<file path="src/sms_pkg.sv">
// Shared types and constants for the SDI-12 measurement sequencer.
`default_nettype none
package sms_pkg;

    localparam int unsigned MAX_RESPONSE_LEN = 64;
    localparam int unsigned TICKS_PER_SECOND = 1000;

    localparam logic [7:0] CH_PLUS  = 8'h2B;
    localparam logic [7:0] CH_MINUS = 8'h2D;
    localparam logic [7:0] CH_LF    = 8'h0A;
    localparam logic [7:0] CH_CR    = 8'h0D;
    localparam logic [7:0] CH_C     = 8'h43;
    localparam logic [7:0] CH_D     = 8'h44;
    localparam logic [7:0] CH_BANG  = 8'h21;
    localparam logic [7:0] CH_ZERO  = 8'h30;

    localparam logic [7:0] ADDR_RESET    = 8'h30;
    localparam logic [3:0] MAXCMD_RESET  = 4'd8;
    localparam logic [3:0] MAXCMD_CEIL   = 4'd10;

    typedef enum logic [0:0] {
        REG_SENSOR_ADDR = 1'b0,
        REG_MAX_CMDS    = 1'b1
    } t_reg_idx;

    typedef enum logic [1:0] {
        ACT_START = 2'd0,
        ACT_BYTE  = 2'd1,
        ACT_TICK  = 2'd2
    } t_action;

    typedef enum logic [1:0] {
        KIND_TX   = 2'd0,
        KIND_DATA = 2'd1,
        KIND_DONE = 2'd2
    } t_kind;

    typedef enum logic [1:0] {
        PH_IDLE      = 2'd0,
        PH_MEAS_RESP = 2'd1,
        PH_WAIT      = 2'd2,
        PH_DATA_RESP = 2'd3
    } t_phase;

    typedef enum logic [2:0] {
        EV_NONE,
        EV_START,
        EV_CMD,
        EV_DATA,
        EV_DONE
    } t_event;

    // Group of results from one request, drained one per cycle unless stalled.
    typedef struct packed {
        logic [2:0]      count;
        t_kind           kind;
        logic [3:0][7:0] bytes;
        logic [6:0]      expected;
        logic [7:0]      received;
    } t_burst;

endpackage
`default_nettype wire

</file>
<file path="src/sms_item_if.sv">
// Request channel: action and received byte.
`default_nettype none
interface sms_item_if;
    logic       valid;
    logic       ready;
    logic [1:0] action;
    logic [7:0] rx_byte;

    modport source (output valid, output action, output rx_byte, input ready);
    modport sink   (input valid, input action, input rx_byte, output ready);
endinterface
`default_nettype wire

</file>
<file path="src/sms_result_if.sv">
// Result channel: transmit bytes, data bytes and completion.
`default_nettype none
interface sms_result_if;
    logic       valid;
    logic       ready;
    logic [1:0] kind;
    logic [7:0] byte_value;
    logic       last;
    logic [6:0] values_expected;
    logic [7:0] values_received;

    modport source (output valid, output kind, output byte_value, output last,
                    output values_expected, output values_received, input ready);
    modport sink   (input valid, input kind, input byte_value, input last,
                    input values_expected, input values_received, output ready);
endinterface
`default_nettype wire

</file>
<file path="src/sms_core.sv">
// Measurement state, response parsing and result burst generation.
`default_nettype none
module sms_core
    import sms_pkg::*;
#(
    parameter int unsigned RESP_LEN_MAX  = MAX_RESPONSE_LEN,
    parameter int unsigned TICKS_PER_SEC = TICKS_PER_SECOND
)
(
    input  wire logic       i_clk,
    input  wire logic       i_rst_n,
    input  wire logic       i_cfg_we,
    input  wire logic       i_cfg_idx,
    input  wire logic [7:0] i_cfg_data,
    input  wire logic       i_go,
    input  wire logic [1:0] i_action,
    input  wire logic [7:0] i_rx_byte,
    output t_burst          o_burst
);

    localparam logic [19:0] TICKS_W = 20'(TICKS_PER_SEC);
    localparam logic [8:0]  RESP_LEN = 9'(RESP_LEN_MAX);

    logic [7:0]  r_addr,  n_addr;
    logic [3:0]  r_maxc,  n_maxc;
    t_phase      r_phase, n_phase;
    logic [7:0]  r_pos,   n_pos;
    logic [9:0]  r_wait,  n_wait;
    logic [6:0]  r_exp,   n_exp;
    logic [7:0]  r_signs, n_signs;
    logic [19:0] r_ticks, n_ticks;
    logic [3:0]  r_dci,   n_dci;
    logic        r_stop,  n_stop;

    t_event      w_ev;
    logic        w_term;
    logic        w_digit;
    logic [3:0]  w_dval;
    logic        w_in_buf;
    logic        w_stop_eff;
    logic [19:0] w_prod;
    logic [19:0] w_tick_dec;
    logic [3:0]  w_dci_inc;
    logic [3:0]  w_limit;
    logic [7:0]  w_pos_inc;

    assign w_term     = (i_rx_byte == CH_CR) || (i_rx_byte == CH_LF);
    assign w_digit    = (i_rx_byte >= CH_ZERO) && (i_rx_byte <= 8'h39);
    assign w_dval     = i_rx_byte[3:0];
    assign w_in_buf   = ({1'b0, r_pos} < RESP_LEN);
    assign w_stop_eff = ((r_pos == 8'd1) || (r_pos == 8'd4)) ? 1'b0 : r_stop;
    assign w_prod     = 20'({10'd0, r_wait} * TICKS_W);
    assign w_tick_dec = (r_ticks != 20'd0) ? (r_ticks - 20'd1) : r_ticks;
    assign w_dci_inc  = r_dci + 4'd1;
    assign w_pos_inc  = (r_pos != 8'hFF) ? (r_pos + 8'd1) : r_pos;

    always_comb begin
        w_limit = r_maxc;
        if (r_maxc == 4'd0) begin
            w_limit = 4'd1;
        end else if (r_maxc > MAXCMD_CEIL) begin
            w_limit = MAXCMD_CEIL;
        end
    end

    // Next state
    always_comb begin
        n_addr  = r_addr;
        n_maxc  = r_maxc;
        n_phase = r_phase;
        n_pos   = r_pos;
        n_wait  = r_wait;
        n_exp   = r_exp;
        n_signs = r_signs;
        n_ticks = r_ticks;
        n_dci   = r_dci;
        n_stop  = r_stop;
        w_ev    = EV_NONE;

        if (i_cfg_we) begin
            case (t_reg_idx'(i_cfg_idx))
                REG_SENSOR_ADDR: n_addr = i_cfg_data;
                REG_MAX_CMDS:    n_maxc = i_cfg_data[3:0];
                default:         n_addr = r_addr;
            endcase
        end

        if (i_go) begin
            case (t_action'(i_action))
                ACT_START: begin
                    n_pos   = 8'd0;
                    n_wait  = 10'd0;
                    n_exp   = 7'd0;
                    n_signs = 8'd0;
                    n_ticks = 20'd0;
                    n_dci   = 4'd0;
                    n_stop  = 1'b0;
                    n_phase = PH_MEAS_RESP;
                    w_ev    = EV_START;
                end
                ACT_BYTE: begin
                    case (r_phase)
                        PH_MEAS_RESP: begin
                            if (w_term) begin
                                n_ticks = w_prod;
                                if (w_prod == 20'd0) begin
                                    n_pos   = 8'd0;
                                    n_phase = PH_DATA_RESP;
                                    w_ev    = EV_CMD;
                                end else begin
                                    n_phase = PH_WAIT;
                                end
                            end else if (w_in_buf) begin
                                n_stop = w_stop_eff;
                                if (r_pos >= 8'd1 && r_pos <= 8'd3) begin
                                    if (!w_stop_eff && w_digit) begin
                                        n_wait = 10'(r_wait * 10'd10) + {6'd0, w_dval};
                                    end else begin
                                        n_stop = 1'b1;
                                    end
                                end else if (r_pos >= 8'd4 && r_pos <= 8'd5) begin
                                    if (!w_stop_eff && w_digit) begin
                                        n_exp = 7'(r_exp * 7'd10) + {3'd0, w_dval};
                                    end else begin
                                        n_stop = 1'b1;
                                    end
                                end
                                n_pos = w_pos_inc;
                            end
                        end
                        PH_DATA_RESP: begin
                            if (w_term) begin
                                n_dci = w_dci_inc;
                                if ((r_signs >= {1'b0, r_exp}) || (w_dci_inc >= w_limit)) begin
                                    n_phase = PH_IDLE;
                                    w_ev    = EV_DONE;
                                end else begin
                                    n_pos = 8'd0;
                                    w_ev  = EV_CMD;
                                end
                            end else if (w_in_buf) begin
                                if ((i_rx_byte == CH_PLUS || i_rx_byte == CH_MINUS)
                                        && r_signs != 8'hFF) begin
                                    n_signs = r_signs + 8'd1;
                                end
                                n_pos = w_pos_inc;
                                if (r_pos != 8'd0) begin
                                    w_ev = EV_DATA;
                                end
                            end
                        end
                        default: begin
                            n_phase = r_phase;
                        end
                    endcase
                end
                ACT_TICK: begin
                    if (r_phase == PH_WAIT) begin
                        n_ticks = w_tick_dec;
                        if (w_tick_dec == 20'd0) begin
                            n_pos   = 8'd0;
                            n_phase = PH_DATA_RESP;
                            w_ev    = EV_CMD;
                        end
                    end
                end
                default: begin
                    n_phase = r_phase;
                end
            endcase
        end
    end

    // Burst outputs
    always_comb begin
        o_burst          = '0;
        o_burst.kind     = KIND_TX;
        o_burst.expected = n_exp;
        o_burst.received = n_signs;
        case (w_ev)
            EV_START: begin
                o_burst.count = 3'd3;
                o_burst.bytes = {8'd0, CH_BANG, CH_C, r_addr};
            end
            EV_CMD: begin
                o_burst.count = 3'd4;
                o_burst.bytes = {CH_BANG, CH_ZERO + {4'd0, n_dci}, CH_D, r_addr};
            end
            EV_DATA: begin
                o_burst.count = 3'd1;
                o_burst.kind  = KIND_DATA;
                o_burst.bytes = {24'd0, i_rx_byte};
            end
            EV_DONE: begin
                o_burst.count = 3'd1;
                o_burst.kind  = KIND_DONE;
            end
            default: begin
                o_burst.count = 3'd0;
            end
        endcase
    end

    always_ff @(posedge i_clk) begin
        if (!i_rst_n) begin
            r_addr  <= ADDR_RESET;
            r_maxc  <= MAXCMD_RESET;
            r_phase <= PH_IDLE;
            r_pos   <= 8'd0;
            r_wait  <= 10'd0;
            r_exp   <= 7'd0;
            r_signs <= 8'd0;
            r_ticks <= 20'd0;
            r_dci   <= 4'd0;
            r_stop  <= 1'b0;
        end else begin
            r_addr  <= n_addr;
            r_maxc  <= n_maxc;
            r_phase <= n_phase;
            r_pos   <= n_pos;
            r_wait  <= n_wait;
            r_exp   <= n_exp;
            r_signs <= n_signs;
            r_ticks <= n_ticks;
            r_dci   <= n_dci;
            r_stop  <= n_stop;
        end
    end

endmodule
`default_nettype wire

</file>
<file path="src/sdi12_measurement_sequencer.sv">
// SDI-12 measurement sequencer: one start-measurement / send-data exchange.
//
// Requests arrive on i_in (action: start, received bus byte, millisecond tick).
// Results leave on o_out: command bytes to transmit, data bytes forwarded from
// the sensor, and a completion marker; last flags the final result of a request.
// The user writes sensor address and data command limit via i_cfg_* only while
// idle; the block itself does not enforce this.
// A request is taken into an input register, processed once the burst register
// is free or its last result is being taken, and its results are loaded into
// the burst register. A request yields zero to four results, drained one per
// cycle while the receiver is ready, so the rate is one request per cycle for
// requests with at most one result; a request with more results holds back the
// next request until its last result is taken.
// A new request is accepted while the previous burst is still being delivered.
// When the receiver stalls, the burst holds and the input register fills, then
// ready drops. Synchronous reset empties both registers, returns the sequencer
// to idle and restores address '0' and a limit of eight data commands.
`default_nettype none
module sdi12_measurement_sequencer
    import sms_pkg::*;
#(
    parameter int unsigned RESP_LEN_MAX  = MAX_RESPONSE_LEN,
    parameter int unsigned TICKS_PER_SEC = TICKS_PER_SECOND
)
(
    input  wire logic       i_clk,
    input  wire logic       i_rst_n,
    input  wire logic       i_cfg_we,
    input  wire logic       i_cfg_idx,
    input  wire logic [7:0] i_cfg_data,
    sms_item_if.sink        i_in,
    sms_result_if.source    o_out
);

    logic       r_in_vld;
    logic [1:0] r_in_action;
    logic [7:0] r_in_byte;
    t_burst     r_bst;
    logic       r_ovld;
    logic [1:0] r_idx;

    t_burst     w_burst;
    logic       w_last;
    logic       w_take;
    logic       w_proc;
    logic       w_accept;

    assign w_last   = ({1'b0, r_idx} == (r_bst.count - 3'd1));
    assign w_take   = r_ovld && o_out.ready;
    assign w_proc   = r_in_vld && (!r_ovld || (w_take && w_last));
    assign w_accept = i_in.valid && i_in.ready;

    assign i_in.ready = !r_in_vld || w_proc;

    sms_core #(
        .RESP_LEN_MAX  (RESP_LEN_MAX),
        .TICKS_PER_SEC (TICKS_PER_SEC)
    ) u_core (
        .i_clk      (i_clk),
        .i_rst_n    (i_rst_n),
        .i_cfg_we   (i_cfg_we),
        .i_cfg_idx  (i_cfg_idx),
        .i_cfg_data (i_cfg_data),
        .i_go       (w_proc),
        .i_action   (r_in_action),
        .i_rx_byte  (r_in_byte),
        .o_burst    (w_burst)
    );

    assign o_out.valid           = r_ovld;
    assign o_out.kind            = r_bst.kind;
    assign o_out.byte_value      = r_bst.bytes[r_idx];
    assign o_out.last            = w_last;
    assign o_out.values_expected = r_bst.expected;
    assign o_out.values_received = r_bst.received;

    always_ff @(posedge i_clk) begin
        if (!i_rst_n) begin
            r_in_vld <= 1'b0;
        end else if (w_accept) begin
            r_in_vld <= 1'b1;
        end else if (w_proc) begin
            r_in_vld <= 1'b0;
        end
    end

    always_ff @(posedge i_clk) begin
        if (w_accept) begin
            r_in_action <= i_in.action;
            r_in_byte   <= i_in.rx_byte;
        end
    end

    always_ff @(posedge i_clk) begin
        if (!i_rst_n) begin
            r_ovld <= 1'b0;
            r_idx  <= 2'd0;
        end else if (w_proc && w_burst.count != 3'd0) begin
            r_ovld <= 1'b1;
            r_idx  <= 2'd0;
        end else if (w_take) begin
            if (w_last) begin
                r_ovld <= 1'b0;
                r_idx  <= 2'd0;
            end else begin
                r_idx <= r_idx + 2'd1;
            end
        end
    end

    // Load the payload of a new burst.
    always_ff @(posedge i_clk) begin
        if (w_proc && w_burst.count != 3'd0) begin
            r_bst <= w_burst;
        end
    end

    a_idx_in_burst: assert property (@(posedge i_clk) disable iff (!i_rst_n)
        r_ovld |-> ({1'b0, r_idx} < r_bst.count))
        else $error("burst index past burst length");

    a_done_single: assert property (@(posedge i_clk) disable iff (!i_rst_n)
        (r_ovld && r_bst.kind == KIND_DONE) |-> (r_bst.count == 3'd1 && o_out.last
            && o_out.byte_value == 8'd0))
        else $error("completion not a single zero result");

    a_stall_holds_input: assert property (@(posedge i_clk) disable iff (!i_rst_n)
        (r_in_vld && r_ovld && !o_out.ready) |=> (r_in_vld && $stable(r_in_action)
            && $stable(r_in_byte)))
        else $error("pending request lost during output stall");

    a_empty_ready: assert property (@(posedge i_clk) disable iff (!i_rst_n)
        !r_in_vld |-> i_in.ready)
        else $error("input not ready with empty input register");

endmodule
`default_nettype wire
</file>
<file path="src/flat_wrapper.sv">
// flat-port wrapper written by rule: the top's interface ports become plain ports
module sdi12_measurement_sequencer_flat import sms_pkg::*;
#(
    parameter int unsigned RESP_LEN_MAX  = MAX_RESPONSE_LEN,
    parameter int unsigned TICKS_PER_SEC = TICKS_PER_SECOND
)
  (i_clk, i_rst_n, i_cfg_we, i_cfg_idx, i_cfg_data, i_in_valid, i_in_action, i_in_rx_byte, i_in_ready, o_out_valid, o_out_kind, o_out_byte_value, o_out_last, o_out_values_expected, o_out_values_received, o_out_ready);
  sms_item_if i_in_i ();
  sms_result_if o_out_i ();
  input  wire logic i_clk;
  input  wire logic i_rst_n;
  input  wire logic i_cfg_we;
  input  wire logic i_cfg_idx;
  input  wire logic [7:0] i_cfg_data;
  input wire logic [$bits(i_in_i.valid)-1:0] i_in_valid;
  input wire logic [$bits(i_in_i.action)-1:0] i_in_action;
  input wire logic [$bits(i_in_i.rx_byte)-1:0] i_in_rx_byte;
  output wire logic [$bits(i_in_i.ready)-1:0] i_in_ready;
  output wire logic [$bits(o_out_i.valid)-1:0] o_out_valid;
  output wire logic [$bits(o_out_i.kind)-1:0] o_out_kind;
  output wire logic [$bits(o_out_i.byte_value)-1:0] o_out_byte_value;
  output wire logic [$bits(o_out_i.last)-1:0] o_out_last;
  output wire logic [$bits(o_out_i.values_expected)-1:0] o_out_values_expected;
  output wire logic [$bits(o_out_i.values_received)-1:0] o_out_values_received;
  input wire logic [$bits(o_out_i.ready)-1:0] o_out_ready;
  assign i_in_i.valid = i_in_valid;
  assign i_in_i.action = i_in_action;
  assign i_in_i.rx_byte = i_in_rx_byte;
  assign i_in_ready = i_in_i.ready;
  assign o_out_valid = o_out_i.valid;
  assign o_out_kind = o_out_i.kind;
  assign o_out_byte_value = o_out_i.byte_value;
  assign o_out_last = o_out_i.last;
  assign o_out_values_expected = o_out_i.values_expected;
  assign o_out_values_received = o_out_i.values_received;
  assign o_out_i.ready = o_out_ready;
  sdi12_measurement_sequencer #(.RESP_LEN_MAX(RESP_LEN_MAX), .TICKS_PER_SEC(TICKS_PER_SEC)) u_core (.i_clk(i_clk), .i_rst_n(i_rst_n), .i_cfg_we(i_cfg_we), .i_cfg_idx(i_cfg_idx), .i_cfg_data(i_cfg_data), .i_in(i_in_i), .o_out(o_out_i));
endmodule
</file>
<file path="config.mk">
export PLATFORM = sky130hd
export DESIGN_NAME = sdi12_measurement_sequencer_flat
export DESIGN_NICKNAME = d
export VERILOG_FILES = /design/src/sms_pkg.sv /design/src/sms_item_if.sv /design/src/sms_result_if.sv /design/src/sms_core.sv /design/src/sdi12_measurement_sequencer.sv /design/src/flat_wrapper.sv
export SDC_FILE = /design/constraint.sdc
export NUM_CORES = 1
export LEC_CHECK = 0
export BUFFER_PORTS_ARGS = -buffer_cell sky130_fd_sc_hd__buf_2
export CAP_MARGIN = 0
export CORE_MARGIN = 2
export CORE_UTILIZATION = 35
export DETAILED_ROUTE_END_ITERATION = 8
export PLACE_DENSITY = 0.58
export RECOVER_POWER = 25
export SETUP_SLACK_MARGIN = 0.1
export SYNTH_ARGS = -nofsm -noshare
export SYNTH_HDL_FRONTEND = slang
export SYNTH_SLANG_ARGS = --single-unit
</file>
<file path="constraint.sdc">
create_clock -name i_clk -period 8.65 [get_ports i_clk]
set_input_delay 0.865 -clock i_clk [delete_from_list [all_inputs] [get_ports i_clk]]
set_output_delay 0.865 -clock i_clk [all_outputs]
set_load 0.005 [all_outputs]
</file>
# After elaboration in Yosys (flattened, before gate mapping)

Index checks and enable logic that the tools add are counted.
Widths: inputs -> output; s select.

Bits in read-only memories: 0
RAM bits: 0
Memories: 0
Input port bits: 24
Latch bits: 0
Bits in registers: 138

Mux-type cells: 79
Reductions and logical operators: 41
Bitwise gates (word level): 2
Divide/modulo/power cells: 0
Equal/unequal tests: 32
$add $sub $neg: 9
$lt $le $gt $ge: 11
Multipliers: 3
Shifts and indexed selects: 0

Operators with widths:

| cell                  | number |
|---|---|
| $mux 8                | 14 |
| $pmux 30 s3           | 1 |
| $mux 20               | 4 |
| $pmux 20 s3           | 1 |
| $mux 10               | 5 |
| $mux 7                | 7 |
| $logic_not 20->1      | 2 |
| $pmux 8 s2            | 2 |
| $mux 2                | 12 |
| $pmux 8 s3            | 1 |
| $mux 4                | 5 |
| $pmux 10 s2           | 1 |
| $reduce_bool 20->1    | 1 |
| $sub 20x1->20 const B | 1 |
| $pmux 3 s3            | 2 |
| $mul 10x7->17 const B | 1 |
| $add 8x1->8 const B   | 2 |
| $bmux 8 s2            | 1 |
| $eq 8x4->1 const B    | 2 |
| $eq 8x6->1 const B    | 2 |
| $ne 8x8->1 const B    | 2 |
| $ne 2x2->1 const B    | 7 |
| $pmux 7 s2            | 1 |
| $reduce_and 7->1      | 2 |
| 51 further kinds      | 98 |

# Longest topological paths before layout

Depth after elaboration: 17
Mapped depth: 17
Mapped depth without buffers: 17

# By module

From an unflattened synthesis, not the netlist that was laid out.

Cells, all modules: 1049
Area, all modules: 9835.7 sq um

Modules (own cells, without submodules):

| module                      | seq. area each (sq um) | times used | area an instance (sq um) | cells each |
|---|---|---|---|---|
| sms_core                    | 1441.4                 | 1          | 7309.5                   | 925 |
| sdi12_measurement_sequencer | 1941.9                 | 1          | 2526.2                   | 124 |

# Worst setup path after synthesis

No wires, ideal clock.

Path kind: flip-flop to flip-flop
Start: register u_core.u_core.r_wait[3]
End: register u_core.r_bst (netlist bit u_core.o_out.kind[0]), enable pin
Data arrival time: 7.066 ns
Path slack: 1.112 ns
Clock period less this slack: 7.538 ns
Buffers on the path: 0
Stages on the path, launching flop included: 17
Cell sequence: dfxtp_1 fa_1 inv_1 fa_1 inv_1 fa_1 fa_1 ha_1 a21oi_1 a2bb2oi_1 o211ai_1 o31ai_1 xnor2_1 or4_4 o21ai_2 nor2_1 o21ai_0

Word-level cells in the longest chain between the ends: 12
Elaborated cells on any way between the ends: 15
Those cells by class: mul: 1; eq/ne: 4; mux: 6; reduce/logical: 4

Ends and longest elaborated chain:

| what                                            | line                               | RTL |
|---|---|---|
| start, declared                                 | sms_core.sv:28                     | `logic [9:0] r_wait, n_wait;` |
| start signal, assigned                          | sms_core.sv:221                    | `r_wait <= n_wait;` |
| $mul 10x7->17 *                                 | sms_core.sv:52                     | `assign w_prod = 20'({10'd0, r_wait} * TICKS_W);` |
| $logic_not 20->1 *                              | sms_core.sv:106                    | `if (w_prod == 20'd0) begin` |
| $mux 2 *                                        | sms_core.sv:106                    |  |
| $mux 2 *                                        | sms_core.sv:104                    | `if (w_term) begin` |
| $pmux 3 s2 *                                    | sms_core.sv:102                    | `case (r_phase)` |
| $pmux 3 s3 *                                    | sms_core.sv:89                     | `case (t_action'(i_action))` |
| $mux 3 *                                        | sms_core.sv:88                     | `if (i_go) begin` |
| $eq 3x3->1 / $eq 3x2->1 (equally long branches) | sms_core.sv:180                    | `case (w_ev)` |
| $reduce_or 2->1 (no source line)                | n/a                                |  |
| $pmux 3 s3 *                                    | sms_core.sv:180                    |  |
| $reduce_bool 3->1 *                             | sdi12_measurement_sequencer.sv:113 | `if (w_proc && w_burst.count != 3'd0) begin` |
| $logic_and 1x1->1 *                             | sdi12_measurement_sequencer.sv:113 |  |
| end signal, assigned                            | sdi12_measurement_sequencer.sv:114 | `r_bst <= w_burst;` |
| end, declared                                   | sdi12_measurement_sequencer.sv:38  | `t_burst r_bst;` |

Every way passes the cells marked *; elsewhere a longest branch is shown, timed or not.
A chain may end at the register's enable or synchronous reset.

# Worst setup path in the final report

Start: register u_core.u_core.r_wait[1]
End: register u_core.r_bst (netlist bit u_core.o_out.kind[0]), enable pin

The elaborated chain is that of the path after synthesis.

==> flow_summary.yaml <==
global_route:
  grt_max_degree: 39
  antenna_found_initial: 0
  grt_use_total_pct: 15.7
  grt_pass1_wl_um: 35700
  gr-total-overflow: 0
  grt_pass1_vias: 6947
timing:
  rsz0062_at_grt: "no"
  final-setup-viol-count: 0
  finalHoldViolations: 0
  fmax_mhz: 158
  clock_skew_ns: 0.0209
  post-route-period-util_pct: 73.0
  period_minus_slack_ns: 6.32
  setup_ws_ns: 2.33
  slew_headroom_pct: -18.3
  worst_slew_pin_slew_ns: 1.77
  drv_slew: 73
  fin_tns_setup_ns: 0
detailed_routing:
  firstDrtPassIters: 5
  wl_um: 21300
  post_drt_wl_per_cell_um: 15.4
  drcViolationCount: 0
  ant_nets: 0
  viasPerCell: 5.21
  drt_first_iter_violations: 512
  via_count: 7237
power:
  powerDensity_nw_per_um2: 142
  peakVddDrop_mv: 0.102
  p_leak_nw: 4.27
yosys:
  async_flop_share_pct: 0
  synthFlopType: "dfxtp_1"
  yosysTopAreaCell: "dfxtp_1"
  synth_top_area_share_pct: 16.6
  synthesis.instances: 1016
  syn_nets: 1159
  syn_area_um2: 9190
  yosys_register_bits: 120
  avgSynthCellArea_um2: 9.04
  seq_area_frac_synth_pct: 30.9
  synthDistinctLibCells: 88
  ys_warn_count: 0
  synth_edf_count: 44
  synthTopCellsByArea: "dfxtp_1 (17%), edfxtp_1 (14%), ha_1 (12%)"
worst_hold_path:
  hp-start: "u_core.u_core.r_addr[0]$_SDFFE_PN0P_"
  hold_depth: 2
  worstHoldEndpoint: "u_core.u_core.r_addr[0]$_SDFFE_PN0P_"
  hp-class: "flop to flop"
clock_tree:
  cts_htree_levels: 4
  clk_latency_ns: 0.43
  clk_pin_slew_worst_paths_ns: 0.06
  numCtsBuffers: 17
  cts_setup_buffers: 0
  clockRootBuffer: "clkbuf_16"
  cts_tree: "done"
  cts_resized: 0
  cts_sinks: 120
  clockBufferDepth: 2
  ctsHoldBuffers: 0
die:
  die_area_um2: 27600
  chipWidth_um: 166
  coreArea_um2: 25900
  die_h_um: 166
  num_rows: 59
  start_util_pct: 35.5
  ioPinCount: 52
final_layout:
  area_delta_synth_final_pct: 11.6
  drive_gt1_share_pct: 10.2
  nNetsFinal: 1184
  n_antenna_cell: 0
run_status:
  violations: "capacitance limit, slew limit"
  outcome: "finished, violations left"
critical_path:
  crit_fanout: 34
  r2r-end: "u_core.o_out.kind[0]$_DFFE_PP_"
  r2r_setup_slack_ns: 2.33
  cp_common_cell: "fa_1"
  cp_slowest_stage_delay_ns: 0.84
  path_cells: "fa_1, inv_1, fa_1, fa_1, inv_1, fa_1, ha_1, nand3_1, o211a_1, o211ai_1, o31ai_1, xnor2_1, or4_4, o21ai_2, nor2_1, o21ai_4"
  r2r-start: "u_core.u_core.r_wait[1]$_SDFFE_PN0P_"
  cpMaxStageDelayCell: "o21ai_4"
  critPathKind: "flop to flop"
  r2r_cells: 16
  startpoint_type: "flop"
  cp-end-kind: "flop"
  cp.required_ns: 8.68
  cp.arrival_ns: 6.35
place:
  pre_cts_ws_ns: 2.30
  dp_hpwl_um: 15900
  gp_congestion: 0.842
  io_buffers: 51
job:
  drv_cap: 2
## flip-flops by register name, indices dropped and copies added (netlist names), 4 cells and up
register                      cells
u_core.u_core.r_ticks            20
u_core.r_bst                     17
u_core.u_core.r_wait             10
u_core.o_out.values_received      8
u_core.r_in_byte                  8
u_core.u_core.r_addr              8
u_core.u_core.r_pos               8
u_core.u_core.r_signs             8
u_core.o_out.values_expected      7
u_core.u_core.r_exp               7
u_core.u_core.r_dci               4
u_core.u_core.r_maxc              4
## final cells by class
class                           count  area, um^2
Inverter                          114         428
Tap cell                          335         419
Multi-Input combinational cell    730        5640
Clock buffer                       19         443
Sequential cell                   120        2840
Clock inverter                     13         193
Timing Repair Buffer               58         285
Fill cell                        2591       15700
## cell usage after synthesis (26+ instances only)
master and number:
nand2_1 84, and2_1 26, dfxtp_1 76, clkbuf_1 26, nand3_1 30, ha_1 85
fa_1 34, a21oi_1 47, inv_1 111, xnor2_1 31, o21ai_0 46, nor2_1 66
edfxtp_1 44
## through the flow
| stage | power, mW | instances | utilization, % | hold WS [ns] | instance area, um^2 |
|---|---|---|---|---|---|
| 4_1_cts | 1.47 | 1389 | 39.6 | 0.459 | 10300 |
| 2_1_floorplan | 0.665 | 1016 | - | 0.436 | 9190 |
| 3_3_place_gp | 0.695 | 1357 | 37.2 | 0.445 | 9640 |
| 3_5_place_dp | 0.695 | 1357 | 37.2 | 0.451 | 9640 |
| 6_report | 1.46 | 1389 | 39.6 | 0.460 | 10200 |
| 5_1_grt | 1.51 | 1389 | 39.6 | 0.468 | 10200 |
## routing by layer
metal	vias up	GRT usage, %	share of wire, %
met4	0	4.20	1.3
met3	18	2.45	3.5
li1	3639	-	-
met1	3434	20.9	47
met2	146	26.6	48
met5	-	0	0
## how the worst max path moves through the flow
| stage | startpoint | depth (start not counted) | endpoint |
|---|---|---|---|
| after floorplan | u_core.u_core.r_wait[3]$_SDFFE_PN0P_ | 16 | u_core.o_out.kind[0]$_DFFE_PP_ |
| after global placement | u_core.u_core.r_wait[1]$_SDFFE_PN0P_ | 16 | u_core.o_out.values_received[0]$_DFFE_PP_ |
| after detailed placement | u_core.u_core.r_wait[1]$_SDFFE_PN0P_ | 16 | u_core.o_out.values_received[2]$_DFFE_PP_ |
| after CTS | u_core.u_core.r_wait[1]$_SDFFE_PN0P_ | 16 | u_core.o_out.kind[0]$_DFFE_PP_ |
| after global routing | u_core.u_core.r_wait[1]$_SDFFE_PN0P_ | 16 | u_core.o_out.kind[0]$_DFFE_PP_ |
| final | u_core.u_core.r_wait[1]$_SDFFE_PN0P_ | 16 | u_core.o_out.kind[0]$_DFFE_PP_ |
## cells in the final DEF (no fill, tap or decap), types with 5 or more instances in the layout
cell         n
buf_2       35
mux2i_1      8
clkbuf_1    17
inv_1      111
nand3_1     30
ha_1        85
nor4_1      10
edfxtp_1    44
nor2_1      66
o21ai_0     45
or4_1        6
and2_1      26
a21o_1      13
clkbuf_16   17
nor3_1      14
a31oi_1     10
o31ai_1      5
a21oi_1     47
or3_1       10
xnor2_1     31
nor2b_1     10
dfxtp_1     76
xor2_1      16
nor3b_1      7
nand4_1     11
o32ai_1      9
o211ai_1     9
a22o_1      21
nand2b_1    13
a22oi_1     16
nand2_1     84
buf_4        6
fa_1        34
## power by group
part | switching (mW) | internal (mW)
Combinational | 0.0531 | 0.0264
Clock | 0.280 | 0.494
Sequential | 0.00965 | 0.593
## kinds of logic after synthesis
kind of cell,count (synthesis),share of synthesized area (%)
simple gates,325,18.9
buf+inv,166,7.80
compound gates,225,17.1
mux,13,1.61
flops,120,30.9
xor+xnor,47,4.48
fa+ha+maj,120,19.1
## worst max-delay path: cells and delay by family, from the launching register on
kind / cells / cell delay, ns
adders and majority gates: 5 / 2.33
AOI/OAI and AO/OA: 5 / 1.83
and+or+nand+nor: 3 / 0.85
DFF: 1 / 0.61
xor gates and xnor gates: 1 / 0.16
buffers and inverters: 2 / 0.15
Power figures use the tool's default switching activity.
